**src/hdl/ps2mct_pkg.sv**
```systemverilog
package ps2mct_pkg;

    localparam int DATA_W   = 8;
    localparam int CFG_IDX_W = 2;

    // register indexes on the configuration port
    localparam logic [CFG_IDX_W-1:0] CFG_STEP_SIZE  = 2'd0;
    localparam logic [CFG_IDX_W-1:0] CFG_MAX_COLUMN = 2'd1;
    localparam logic [CFG_IDX_W-1:0] CFG_MAX_ROW    = 2'd2;

    localparam logic [DATA_W-1:0] STEP_SIZE_RST  = 8'd21;
    localparam logic [DATA_W-1:0] MAX_COLUMN_RST = 8'd79;
    localparam logic [DATA_W-1:0] MAX_ROW_RST    = 8'd24;

    // status byte bit positions
    localparam int ST_LEFT   = 0;
    localparam int ST_RIGHT  = 1;
    localparam int ST_MIDDLE = 2;
    localparam int ST_SYNC   = 3;
    localparam int ST_X_SIGN = 4;
    localparam int ST_Y_SIGN = 5;
    localparam int ST_X_OVF  = 6;
    localparam int ST_Y_OVF  = 7;

    // residue: ten bits signed; working position: eleven bits signed
    typedef logic signed [9:0]  residue_t;
    typedef logic signed [10:0] work_t;

endpackage

```
**src/hdl/ps2_mouse_cursor_tracker_core.sv**
```systemverilog
// ps2 mouse cursor tracker
// input channel: one mouse byte per request (data_byte, in_valid, in_stall).
// bytes are grouped as status, dx, dy. the first two bytes of a packet are
// taken without a stall. the third byte starts the movement sequencer and
// in_stall stays high until the result has been placed in the output register.
// a packet without the sync bit or with an overflow bit gives no result and
// is taken without a stall like any other byte.
// sequencer: one shared adder removes one step from the residue per cycle,
// first for x then for y. a valid packet keeps the input stalled from the
// third byte through the x load, the x steps, the y load, the y steps and
// the emit state.
// output channel: cursor_column, cursor_row and the three button bits with
// out_valid. the result register holds while out_stall is high; the
// sequencer waits in its last step for the register to free, so a stalled
// result also keeps the input stalled.
// configuration: cfg_valid, cfg_ready (always high), cfg_index, cfg_data;
// write only while idle.
// reset: position, residues and packet framing go to zero, registers to
// step 21, column limit 79, row limit 24.
module ps2_mouse_cursor_tracker_core
(
    input  logic                                clk,
    input  logic                                rst_n,
    input  logic                                in_valid,
    output logic                                in_stall,
    input  logic [ps2mct_pkg::DATA_W-1:0]       data_byte,
    output logic                                out_valid,
    input  logic                                out_stall,
    output logic [ps2mct_pkg::DATA_W-1:0]       cursor_column,
    output logic [ps2mct_pkg::DATA_W-1:0]       cursor_row,
    output logic                                left_pressed,
    output logic                                right_pressed,
    output logic                                middle_pressed,
    input  logic                                cfg_valid,
    output logic                                cfg_ready,
    input  logic [ps2mct_pkg::CFG_IDX_W-1:0]    cfg_index,
    input  logic [ps2mct_pkg::DATA_W-1:0]       cfg_data
);

    localparam logic [2:0] S_IDLE   = 3'd0;
    localparam logic [2:0] S_LOAD_X = 3'd1;
    localparam logic [2:0] S_RUN_X  = 3'd2;
    localparam logic [2:0] S_LOAD_Y = 3'd3;
    localparam logic [2:0] S_RUN_Y  = 3'd4;
    localparam logic [2:0] S_EMIT   = 3'd5;

    localparam logic [1:0] BP_STATUS = 2'd0;
    localparam logic [1:0] BP_DX     = 2'd1;
    localparam logic [1:0] BP_DY     = 2'd2;

    logic [2:0] state_reg, state_next;
    logic [1:0] byte_pos_reg, byte_pos_next;
    logic [7:0] status_reg, status_next;
    logic [7:0] dx_reg, dx_next;
    logic [7:0] dy_reg, dy_next;
    ps2mct_pkg::residue_t x_res_reg, x_res_next;
    ps2mct_pkg::residue_t y_res_reg, y_res_next;
    logic [7:0] col_reg, col_next;
    logic [7:0] row_reg, row_next;
    ps2mct_pkg::residue_t work_res_reg, work_res_next;
    ps2mct_pkg::work_t    work_pos_reg, work_pos_next;
    logic [7:0] step_reg, step_next;
    logic [7:0] max_col_reg, max_col_next;
    logic [7:0] max_row_reg, max_row_next;
    logic       out_valid_reg, out_valid_next;
    logic [7:0] out_col_reg, out_col_next;
    logic [7:0] out_row_reg, out_row_next;
    logic [2:0] out_btn_reg, out_btn_next;

    logic        in_take;
    logic        pkt_ok;
    logic [7:0]  step_eff;
    logic [7:0]  clamp_max;
    logic [7:0]  clamped;
    ps2mct_pkg::work_t step_ext;
    ps2mct_pkg::work_t res_ext;
    ps2mct_pkg::work_t add_a, add_b, add_sum;
    logic        res_neg;
    logic        over;
    logic        out_free;

    assign in_stall  = (state_reg != S_IDLE);
    assign cfg_ready = 1'b1;
    assign in_take   = in_valid && !in_stall;
    assign out_free  = !out_valid_reg || !out_stall;

    assign pkt_ok = status_reg[ps2mct_pkg::ST_SYNC]
                    && !status_reg[ps2mct_pkg::ST_X_OVF]
                    && !status_reg[ps2mct_pkg::ST_Y_OVF];

    assign step_eff = (step_reg == 8'd0) ? 8'd1 : step_reg;
    assign step_ext = $signed({3'b000, step_eff});
    assign res_ext  = $signed({work_res_reg[9], work_res_reg});
    assign res_neg  = work_res_reg[9];
    assign over     = (res_ext > step_ext) || (res_ext < -step_ext);

    // shared adder: loads the residue with the delta, then takes steps off it
    always_comb
    begin
        unique case (state_reg)
            S_LOAD_X:
            begin
                add_a = $signed({x_res_reg[9], x_res_reg});
                add_b = $signed({{3{status_reg[ps2mct_pkg::ST_X_SIGN]}}, dx_reg});
            end
            S_LOAD_Y:
            begin
                add_a = $signed({y_res_reg[9], y_res_reg});
                add_b = $signed({{3{status_reg[ps2mct_pkg::ST_Y_SIGN]}}, dy_reg});
            end
            default:
            begin
                add_a = res_ext;
                add_b = res_neg ? step_ext : -step_ext;
            end
        endcase
        add_sum = add_a + add_b;
    end

    // saturate the working position to zero and to the axis limit
    always_comb
    begin
        clamp_max = (state_reg == S_RUN_X) ? max_col_reg : max_row_reg;
        if (work_pos_reg[10])
            clamped = 8'd0;
        else if (work_pos_reg[9:0] > {2'b00, clamp_max})
            clamped = clamp_max;
        else
            clamped = work_pos_reg[7:0];
    end

    always_comb
    begin
        state_next     = state_reg;
        byte_pos_next  = byte_pos_reg;
        status_next    = status_reg;
        dx_next        = dx_reg;
        dy_next        = dy_reg;
        x_res_next     = x_res_reg;
        y_res_next     = y_res_reg;
        col_next       = col_reg;
        row_next       = row_reg;
        work_res_next  = work_res_reg;
        work_pos_next  = work_pos_reg;
        step_next      = step_reg;
        max_col_next   = max_col_reg;
        max_row_next   = max_row_reg;
        out_valid_next = out_valid_reg && out_stall;
        out_col_next   = out_col_reg;
        out_row_next   = out_row_reg;
        out_btn_next   = out_btn_reg;

        if (cfg_valid && cfg_ready)
        begin
            unique case (cfg_index)
                ps2mct_pkg::CFG_STEP_SIZE:  step_next    = cfg_data;
                ps2mct_pkg::CFG_MAX_COLUMN: max_col_next = cfg_data;
                ps2mct_pkg::CFG_MAX_ROW:    max_row_next = cfg_data;
                default:                    ;
            endcase
        end

        unique case (state_reg)
            S_IDLE:
            begin
                if (in_take)
                begin
                    unique case (byte_pos_reg)
                        BP_DX:
                        begin
                            dx_next       = data_byte;
                            byte_pos_next = BP_DY;
                        end
                        BP_DY:
                        begin
                            dy_next       = data_byte;
                            byte_pos_next = BP_STATUS;
                            if (pkt_ok)
                                state_next = S_LOAD_X;
                        end
                        default:
                        begin
                            status_next   = data_byte;
                            byte_pos_next = BP_DX;
                        end
                    endcase
                end
            end
            S_LOAD_X:
            begin
                work_res_next = add_sum[9:0];
                work_pos_next = $signed({3'b000, col_reg});
                state_next    = S_RUN_X;
            end
            S_RUN_X:
            begin
                if (over)
                begin
                    work_res_next = add_sum[9:0];
                    work_pos_next = res_neg ? work_pos_reg - 11'sd1
                                            : work_pos_reg + 11'sd1;
                end
                else
                begin
                    x_res_next = work_res_reg;
                    col_next   = clamped;
                    state_next = S_LOAD_Y;
                end
            end
            S_LOAD_Y:
            begin
                work_res_next = add_sum[9:0];
                work_pos_next = $signed({3'b000, row_reg});
                state_next    = S_RUN_Y;
            end
            S_RUN_Y:
            begin
                // positive y moves toward row zero
                if (over)
                begin
                    work_res_next = add_sum[9:0];
                    work_pos_next = res_neg ? work_pos_reg + 11'sd1
                                            : work_pos_reg - 11'sd1;
                end
                else
                begin
                    y_res_next = work_res_reg;
                    row_next   = clamped;
                    state_next = S_EMIT;
                end
            end
            S_EMIT:
            begin
                if (out_free)
                begin
                    out_valid_next = 1'b1;
                    out_col_next   = col_reg;
                    out_row_next   = row_reg;
                    out_btn_next   = {status_reg[ps2mct_pkg::ST_MIDDLE],
                                      status_reg[ps2mct_pkg::ST_RIGHT],
                                      status_reg[ps2mct_pkg::ST_LEFT]};
                    state_next     = S_IDLE;
                end
            end
            default:
            begin
                state_next = S_IDLE;
            end
        endcase
    end

    always_ff @(posedge clk or negedge rst_n)
    begin
        if (!rst_n)
        begin
            state_reg     <= S_IDLE;
            byte_pos_reg  <= BP_STATUS;
            status_reg    <= 8'd0;
            dx_reg        <= 8'd0;
            dy_reg        <= 8'd0;
            x_res_reg     <= '0;
            y_res_reg     <= '0;
            col_reg       <= 8'd0;
            row_reg       <= 8'd0;
            step_reg      <= ps2mct_pkg::STEP_SIZE_RST;
            max_col_reg   <= ps2mct_pkg::MAX_COLUMN_RST;
            max_row_reg   <= ps2mct_pkg::MAX_ROW_RST;
            out_valid_reg <= 1'b0;
        end
        else
        begin
            state_reg     <= state_next;
            byte_pos_reg  <= byte_pos_next;
            status_reg    <= status_next;
            dx_reg        <= dx_next;
            dy_reg        <= dy_next;
            x_res_reg     <= x_res_next;
            y_res_reg     <= y_res_next;
            col_reg       <= col_next;
            row_reg       <= row_next;
            step_reg      <= step_next;
            max_col_reg   <= max_col_next;
            max_row_reg   <= max_row_next;
            out_valid_reg <= out_valid_next;
        end
    end

    always_ff @(posedge clk)
    begin
        work_res_reg <= work_res_next;
        work_pos_reg <= work_pos_next;
        out_col_reg  <= out_col_next;
        out_row_reg  <= out_row_next;
        out_btn_reg  <= out_btn_next;
    end

    assign out_valid      = out_valid_reg;
    assign cursor_column  = out_col_reg;
    assign cursor_row     = out_row_reg;
    assign left_pressed   = out_btn_reg[0];
    assign right_pressed  = out_btn_reg[1];
    assign middle_pressed = out_btn_reg[2];

endmodule

```
**config.mk**
```make
export PLATFORM = sky130hd
export DESIGN_NAME = ps2_mouse_cursor_tracker_core
export DESIGN_NICKNAME = d
export VERILOG_FILES = /design/src/hdl/ps2mct_pkg.sv /design/src/hdl/ps2_mouse_cursor_tracker_core.sv
export SDC_FILE = /design/constraint.sdc
export NUM_CORES = 1
export LEC_CHECK = 0
export ABC_AREA = 1
export BUFFER_PORTS_ARGS = -buffer_cell sky130_fd_sc_hd__buf_2
export CAP_MARGIN = 0
export CORE_UTILIZATION = 44
export DETAILED_ROUTE_END_ITERATION = 10
export PLACE_DENSITY = 0.65
export SKIP_LAST_GASP = 1
export SYNTH_ARGS = -nofsm -noshare
export SYNTH_HDL_FRONTEND = slang
export SYNTH_SLANG_ARGS = --single-unit
export TNS_END_PERCENT = 20
```
**constraint.sdc**
```tcl
create_clock -name clk -period 8 [get_ports clk]
set_input_delay 0.4 -clock clk [delete_from_list [all_inputs] [get_ports clk]]
set_output_delay 0.4 -clock clk [all_outputs]
set_load 0.02 [all_outputs]
```
Word-level counts from Yosys, hierarchy flattened
Cells that the tools add are included.
{"block": "op_classes", "n_lt_le_gt_ge": 3, "n_mux": 24, "n_addsub": 4, "reduce_logical": 33, "eq_ne": 18, "bitwise_logic": 2}
{"operator": "case mux 10 bit (2 select lines)", "count": 3}
{"operator": "2-to-1 mux 11 bit", "count": 4}
{"operator": "case mux 11 bit (4 select lines)", "count": 1}
{"operator": "2-to-1 mux 8 bit", "count": 4}
{"operator": "2-to-1 mux 10 bit", "count": 2}
{"operator": "2-to-1 mux 3 bit", "count": 6}
{"operator": "case mux 3 bit (6 select lines)", "count": 1}
{"operator": "AND reduction 2 bit", "count": 8}
{"operator": "!= test 2 bit (second input constant)", "count": 7}
{"operator": "AND reduction 3 bit", "count": 4}
{"operator": "adder 11 x 2 -> 11 bit (second input constant)", "count": 1}
{"operator": "less-than comparator 10 x 11 -> 1 bit", "count": 1}
{"operator": "negator 8 -> 11 bit", "count": 1}
{"operator": "subtractor 11 x 2 -> 11 bit (second input constant)", "count": 1}
{"operator": "adder 10 bit", "count": 1}
{"operator": "> comparator 10 x 8 -> 1 bit", "count": 1}
{"operator": "> comparator 10 x 9 -> 1 bit", "count": 1}
{"operator": "zero test 8 bit", "count": 1}
{"operator": "equality test 3 x 2 -> 1 bit (second input constant)", "count": 2}
{"operator": "equality test 3 bit (second input constant)", "count": 2}
{"operator": "AND reduction 6 bit", "count": 1}
{"operator": "OR reduction 2 bit", "count": 3}
{"operator": "zero test 1 bit", "count": 5}
{"operator": "equality test 2 x 1 -> 1 bit (second input constant)", "count": 2}
{"operator": "13 further kinds", "count": 21}
{"block": "totals", "inputBits": 23, "reg_bits": 130, "out_inout_bits": 22}

Longest topological paths before layout
{"block": "logic_depth", "word_depth": 8, "depth_mapped": 21}

Least setup slack after synthesis
Ideal clock, no wire load.
{"block": "synth_timing", "path_kind": "flip-flop to flip-flop", "start": "reg step_reg[2]", "end": "reg work_pos_reg[0] (enable)", "n_path_buf": 0, "path_stages_with_launch": 19, "arrival_ps": 2820, "slack_ps": 4835, "synth_period_minus_slack_ps": 3165, "required_time_ps": 7655, "cell_sequence": "dfstp_2 nor2_1 nand2_1 nor2_1 a21oi_1 ha_1 inv_1 nor2_1 xor2_1 ha_1 nand2_1 inv_1 nand2_1 nand2_1 nand2_1 nand4_1 nand3_4 nand2_1 nand2_1"}
{"block": "synth_between", "elab_chain_len": 7, "elab_cells_between_ends": 9, "classes_between": "1 x add/sub; 2 x order compare; 2 x eq/ne; 1 x mux; 3 x reduce/logical"}
{"element": "start: declaration", "line_no": "ps2_mouse_cursor_tracker_core.sv:62", "source": "logic [7:0] step_reg, step_next;"}
{"element": "start signal: assignment", "line_no": "ps2_mouse_cursor_tracker_core.sv:265", "source": "step_reg <= ps2mct_pkg::STEP_SIZE_RST;"}
{"element": "start signal: assignment", "line_no": "ps2_mouse_cursor_tracker_core.sv:281", "source": "step_reg <= step_next;"}
{"element": "zero test 8 bit", "line_no": "ps2_mouse_cursor_tracker_core.sv:91", "source": "assign step_eff = (step_reg == 8'd0) ? 8'd1 : step_reg;"}
{"element": "2-to-1 mux 8 bit *", "line_no": "ps2_mouse_cursor_tracker_core.sv:91"}
{"element": "negator 8 -> 11 bit"}
{"element": "less-than comparator 10 x 11 -> 1 bit", "line_no": "ps2_mouse_cursor_tracker_core.sv:95", "source": "assign over = (res_ext > step_ext) || (res_ext < -step_ext);"}
{"element": "logical OR 1 bit *", "line_no": "ps2_mouse_cursor_tracker_core.sv:95"}
{"element": "!= test 2 bit (no line)"}
{"element": "AND reduction 3 bit (no line) *"}
{"element": "end signal: assignment", "line_no": "ps2_mouse_cursor_tracker_core.sv:291", "source": "work_pos_reg <= work_pos_next;"}
{"element": "end: declaration", "line_no": "ps2_mouse_cursor_tracker_core.sv:61", "source": "ps2mct_pkg::work_t work_pos_reg, work_pos_next;"}
Mark *: on every way between the ends. The rest lies on a longest branch, timed or not.
A chain may end at the register's enable or synchronous reset.

Final worst setup path
{"block": "layout_timing", "start": "reg state_reg[0]", "end": "reg work_res_reg[6] (data pin)"}
{"block": "layout_between", "elab_chain_len": 5, "elab_cells_between_ends": 11, "classes_between": "1 x add/sub; 4 x eq/ne; 4 x mux; 2 x reduce/logical"}
{"element": "start: declaration", "line_no": "ps2_mouse_cursor_tracker_core.sv:51", "source": "logic [2:0] state_reg, state_next;"}
{"element": "start signal: assignment", "line_no": "ps2_mouse_cursor_tracker_core.sv:272", "source": "state_reg <= state_next;"}
{"element": "equality test 3 x 2 -> 1 bit or equality test 3 x 1 -> 1 bit (tied branches)", "line_no": "ps2_mouse_cursor_tracker_core.sv:100", "source": "unique case (state_reg)"}
{"element": "case mux 10 bit (2 select lines)", "line_no": "ps2_mouse_cursor_tracker_core.sv:100"}
{"element": "adder 10 bit *", "line_no": "ps2_mouse_cursor_tracker_core.sv:117", "source": "add_sum = add_a + add_b;"}
{"element": "net add_sum[6]", "line_no": "ps2_mouse_cursor_tracker_core.sv:77", "source": "ps2mct_pkg::work_t add_a, add_b, add_sum;"}
{"element": "2-to-1 mux 10 bit", "line_no": "ps2_mouse_cursor_tracker_core.sv:197, ps2_mouse_cursor_tracker_core.sv:219"}
{"element": "case mux 10 bit (2 select lines) *", "line_no": "ps2_mouse_cursor_tracker_core.sv:163", "source": "unique case (state_reg)"}
{"element": "end signal: assignment", "line_no": "ps2_mouse_cursor_tracker_core.sv:290", "source": "work_res_reg <= work_res_next;"}
{"element": "end: declaration", "line_no": "ps2_mouse_cursor_tracker_core.sv:60", "source": "ps2mct_pkg::residue_t work_res_reg, work_res_next;"}
Mark *: on every way through the listed nets, which the timed path passes. The rest lies on a longest branch. The select of a mux whose other input is x is not followed.

==> flow_results.org <==
** Drt
- Post-detailed-route count of antenna-violating nets :: 0
- The final route contains 5,726 vias.
- Post-detailed-routing wire length :: 16.9 mm
- The first routing iteration left 471 violations.
- After detailed routing, the average wire length per cell comes to 15.1 µm.
- First-pass DRT Iterations :: 5
- Number of vias per cell after detailed routing :: 5.10
- Remaining design rule violation count :: 0

** Timing
- The max-slew violation count is 0.
- Final Hold Fails :: 0
- The clock arrives with 0.00734 ns of skew.
- Worst slew margin relative to its limit :: 0.331
- Timing would allow up to 252 MHz.
- Setup TNS :: 0 ns
- Worst-Margin Slew :: 1.00 ns
- Share of the clock period used by the worst path :: 0.497
- Setup-violating endpoint count in the final report :: 0
- RSZ-0062 raised after global routing :: no
- Min Tclk post-route :: 3.97 ns

** Global route
- The first global-routing pass estimated 27.7 mm of wire.
- Largest net degree at the start of global routing :: 81
- Tot GR Track Use :: 0.218
- Number of global-route vias before repair :: 5,386
- The number of antenna violations at the first check in global routing was 0.
- Global routing finished with a remaining overflow of 0.

** Pwr
- The worst-case IR drop observed on VDD is 0.242 mV.
- Part of the power in the clock network :: 0.202
- Total leakage power :: 4.03 nW
- The internal power of the cells totals 0.00206 W.
- The share of total power dissipated in sequential elements is 0.339.
- The analysis attributes to net switching a power of 0.00160 W.
- Of the total power, the share spent switching nets is 0.437.
- Pwr Density :: 451 nW/µm²
- Combinational cell fraction of total power :: 0.459

** Job
- Number of maximum-capacitance constraint violations :: 0

** Final layout
- Flip-flop count of the largest register after layout :: 11
- Share of final-layout standard cells stronger than drive strength 1 :: 0.121
- Leading cell type in the layout, fill and taps excluded :: nand2_1
- 0 antenna diodes ended up in the layout.
- Most frequent cells in the layout :: nand2_1, inv_1, dfrtp_1, nor2_1, o21ai_0
- Area added between synthesis and finish :: 13.4%
- Final instance area :: 8130 µm²
- NumNets Final :: 959

** Floorplan
- The floorplan has 46 rows.
- Die boundary width :: 130 µm
- The initial utilization of the core area, before any placement, comes to 0.451.
- Core footprint :: 15,900 µm²
- For this design the top-level I/O count stands at 45.
- The die covers 16,800 µm².
- The die is 130 µm tall.

** Synth
- Mean cell area of the mapped netlist :: 8.46 µm²
- The share of synthesized area in the top cell type comes to 0.279.
- Syn Std Cell Area :: 7170 µm²
- Yosys mapped a number of flops with a built-in enable equal to 40.
- Cells after Synth :: 848
- Proportion of synthesized flip-flops having asynchronous set or reset :: 0.692
- For this run, the leading register cell type out of synthesis is dfrtp_1.
- Cell taking the most area after synthesis :: dfrtp_1
- For this run, the register share of the synthesized area comes to 0.483.
- Counting distinct cell types in the post-synthesis netlist gives 47.
- The Yosys step of the flow raised 0 warnings.
- Seq cells post-synth :: 130
- Ranked by total cell area, the synthesized netlist is headed by dfrtp_1, edfxtp_1, nand2_1.

** Worst setup path
- Worst Path Arrival :: 4.15 ns
- End of the worst register-to-register path :: work_res_reg[6]
- Depth of the most critical reg-to-reg path :: 15
- The largest individual stage delay along the critical path comes from the cell clkinv_1.
- Launching point of the worst reg2reg path :: state_reg[0]
- Max Fanout on Critical Path :: 15
- Crit path cell chain :: inv_1, nor2_1, nand2_1, clkinv_1, a22oi_1, o21ai_0, inv_1, ha_1, inv_1, fa_1, o21ai_0, a21oi_1, nor2_1, nor2_1, xnor2_1
- Data required, critical path :: 8.17 ns
- On the worst path, the slowest cell contributes a delay of 0.55 ns.
- The worst setup path is captured at a flip-flop.
- The setup check on the worst reg-to-reg path leaves a slack of 4.03 ns.
- The worst setup path is launched from a flip-flop.
- Classification of the worst setup path :: reg -> reg

** Hold path
- In this run the most critical hold path is launched from data_byte[4].
- Hold WC Path Type :: in -> reg
- The worst hold path was traced through 3 stages.
- The worst hold path terminates at dx_reg[4].

** Outcome
- The flow ran to the end, and the final reports show no timing, DRC or antenna violations.

** Clock network
- The number of setup buffers added after CTS is 0.
- TritonCTS built the clock tree.
- The clock reaches the later pin of the worst-skew pair after 0.42 ns.
- Max clock buf depth :: 2
- Clock buffers created by TritonCTS :: 17
- CTS built an H-tree with a depth of 4.
- Clock tree synthesis found a total of 130 sinks.
- The tree is rooted in a clkbuf_16.
- Clock-pin slew was measured on the worst setup and hold paths at 0.06 ns.

** Place
- During placement, the flow inserted port buffers numbering 43.
- Weighted congestion reported at the end of routability-driven placement :: 0.877
- Once placement finished, the instance area stood at 7560 µm².
- Detailed-placement wirelength estimate :: 12.4 mm
[per-layer routing]
| layer | vias up | global-route usage | share of wire |
|---|---|---|---|
| met5 | - | 0 | 0 |
| met4 | 0 | 0.0903 | 0.028 |
| met3 | 26 | 0.0458 | 0.041 |
| met2 | 154 | 0.350 | 0.47 |
| met1 | 2664 | 0.288 | 0.46 |
| li1 | 2882 | - | - |
[stage by stage]
step / instances / setup WS [ns] / util / hold WS (ns) / power (W)
2_1_floorplan: 849 / 4.84 / - / 0.104 / 0.00247
3_3_place_gp: 1090 / 4.28 / 0.476 / 0.238 / 0.00289
3_5_place_dp: 1090 / 4.10 / 0.476 / 0.236 / 0.00292
4_1_cts: 1123 / 4.10 / 0.512 / 0.199 / 0.00367
5_1_grt: 1123 / 3.58 / 0.512 / 0.218 / 0.00397
6_report: 1123 / 4.03 / 0.512 / 0.215 / 0.00366
[critical path, delay by kind of cell, from the launching register on]
| kind | cells | cell delay [ns] |
|---|---|---|
| AOI/OAI and AO/OA | 4 | 1.01 |
| xor gates and xnor gates | 1 | 0.12 |
| adders and majority gates | 2 | 0.57 |
| buffers and inverters | 4 | 0.81 |
| DFF | 1 | 0.41 |
| and+or+nand+nor | 4 | 0.79 |
[repair_timing]
action / CTS / global route
gates resized for setup: 0 / 0
endpoints found under the hold margin: 10 / 0
endpoints found under the setup margin: 0 / 0
hold buffers: 1 / 0
[cell usage after synthesis, types with 2 or more instances]
cell type,number
nand2_1,280
a21o_1,4
clkinv_1,2
buf_2,6
buf_4,3
buf_6,3
dfstp_2,10
o211ai_1,2
a21oi_1,23
nor2_1,63
clkbuf_1,7
dfrtp_1,80
o22ai_1,13
o2111ai_1,2
o21ai_1,6
xor2_1,19
o221ai_1,5
inv_1,88
inv_2,3
nand3_1,22
nand4_1,7
nor2_4,2
xnor2_1,7
or2_2,7
o21bai_1,2
edfxtp_1,40
o21ai_0,57
a31oi_1,2
conb_1,2
nand3_2,3
a22oi_1,10
mux2_2,4
a221oi_1,3
ha_1,41
nor3_1,8
[power groups by stage]
stage / registers [W] / clock network (W) / logic (W)
2_1_floorplan: 0.00115 / 0 / 0.00133
3_3_place_gp: 0.00125 / 0 / 0.00164
3_5_place_dp: 0.00124 / 0 / 0.00168
4_1_cts: 0.00123 / 0.000751 / 0.00168
5_1_grt: 0.00126 / 0.000778 / 0.00193
6_report: 0.00124 / 0.000739 / 0.00168
[kinds of logic (layout without fill, tap and decap cells)]
group | Yosys count | count (layout) | synth area share
other cells | 2 | 3 | 0.00105
compound gates | 132 | 132 | 0.107
fa+ha+maj | 42 | 42 | 0.0743
simple gates | 399 | 399 | 0.230
buf+inv | 113 | 171 | 0.0656
xor+xnor | 26 | 26 | 0.0318
flops | 130 | 130 | 0.483
mux | 4 | 4 | 0.00628
[how the worst max path moves through the flow]
stage,from,to,slack [ns]
floorplan,step_reg[2],work_pos_reg[0],4.84
global placement,state_reg[0],work_res_reg[6],4.28
detailed placement,state_reg[0],work_res_reg[6],4.10
CTS,state_reg[0],work_res_reg[6],4.10
global route,state_reg[0],work_res_reg[6],3.58
finish,state_reg[0],work_res_reg[6],4.03
[final cells by class]
cell class | count | area, µm²
inverter | 94 | 358
sequential | 130 | 3470
fill | 1520 | 7760
timing repair buffer | 45 | 235
clock inverter | 15 | 133
clock buffer | 17 | 425
tap | 216 | 270
multi-input combinational | 606 | 3240
Note: power is estimated with default switching activity, not from simulation.
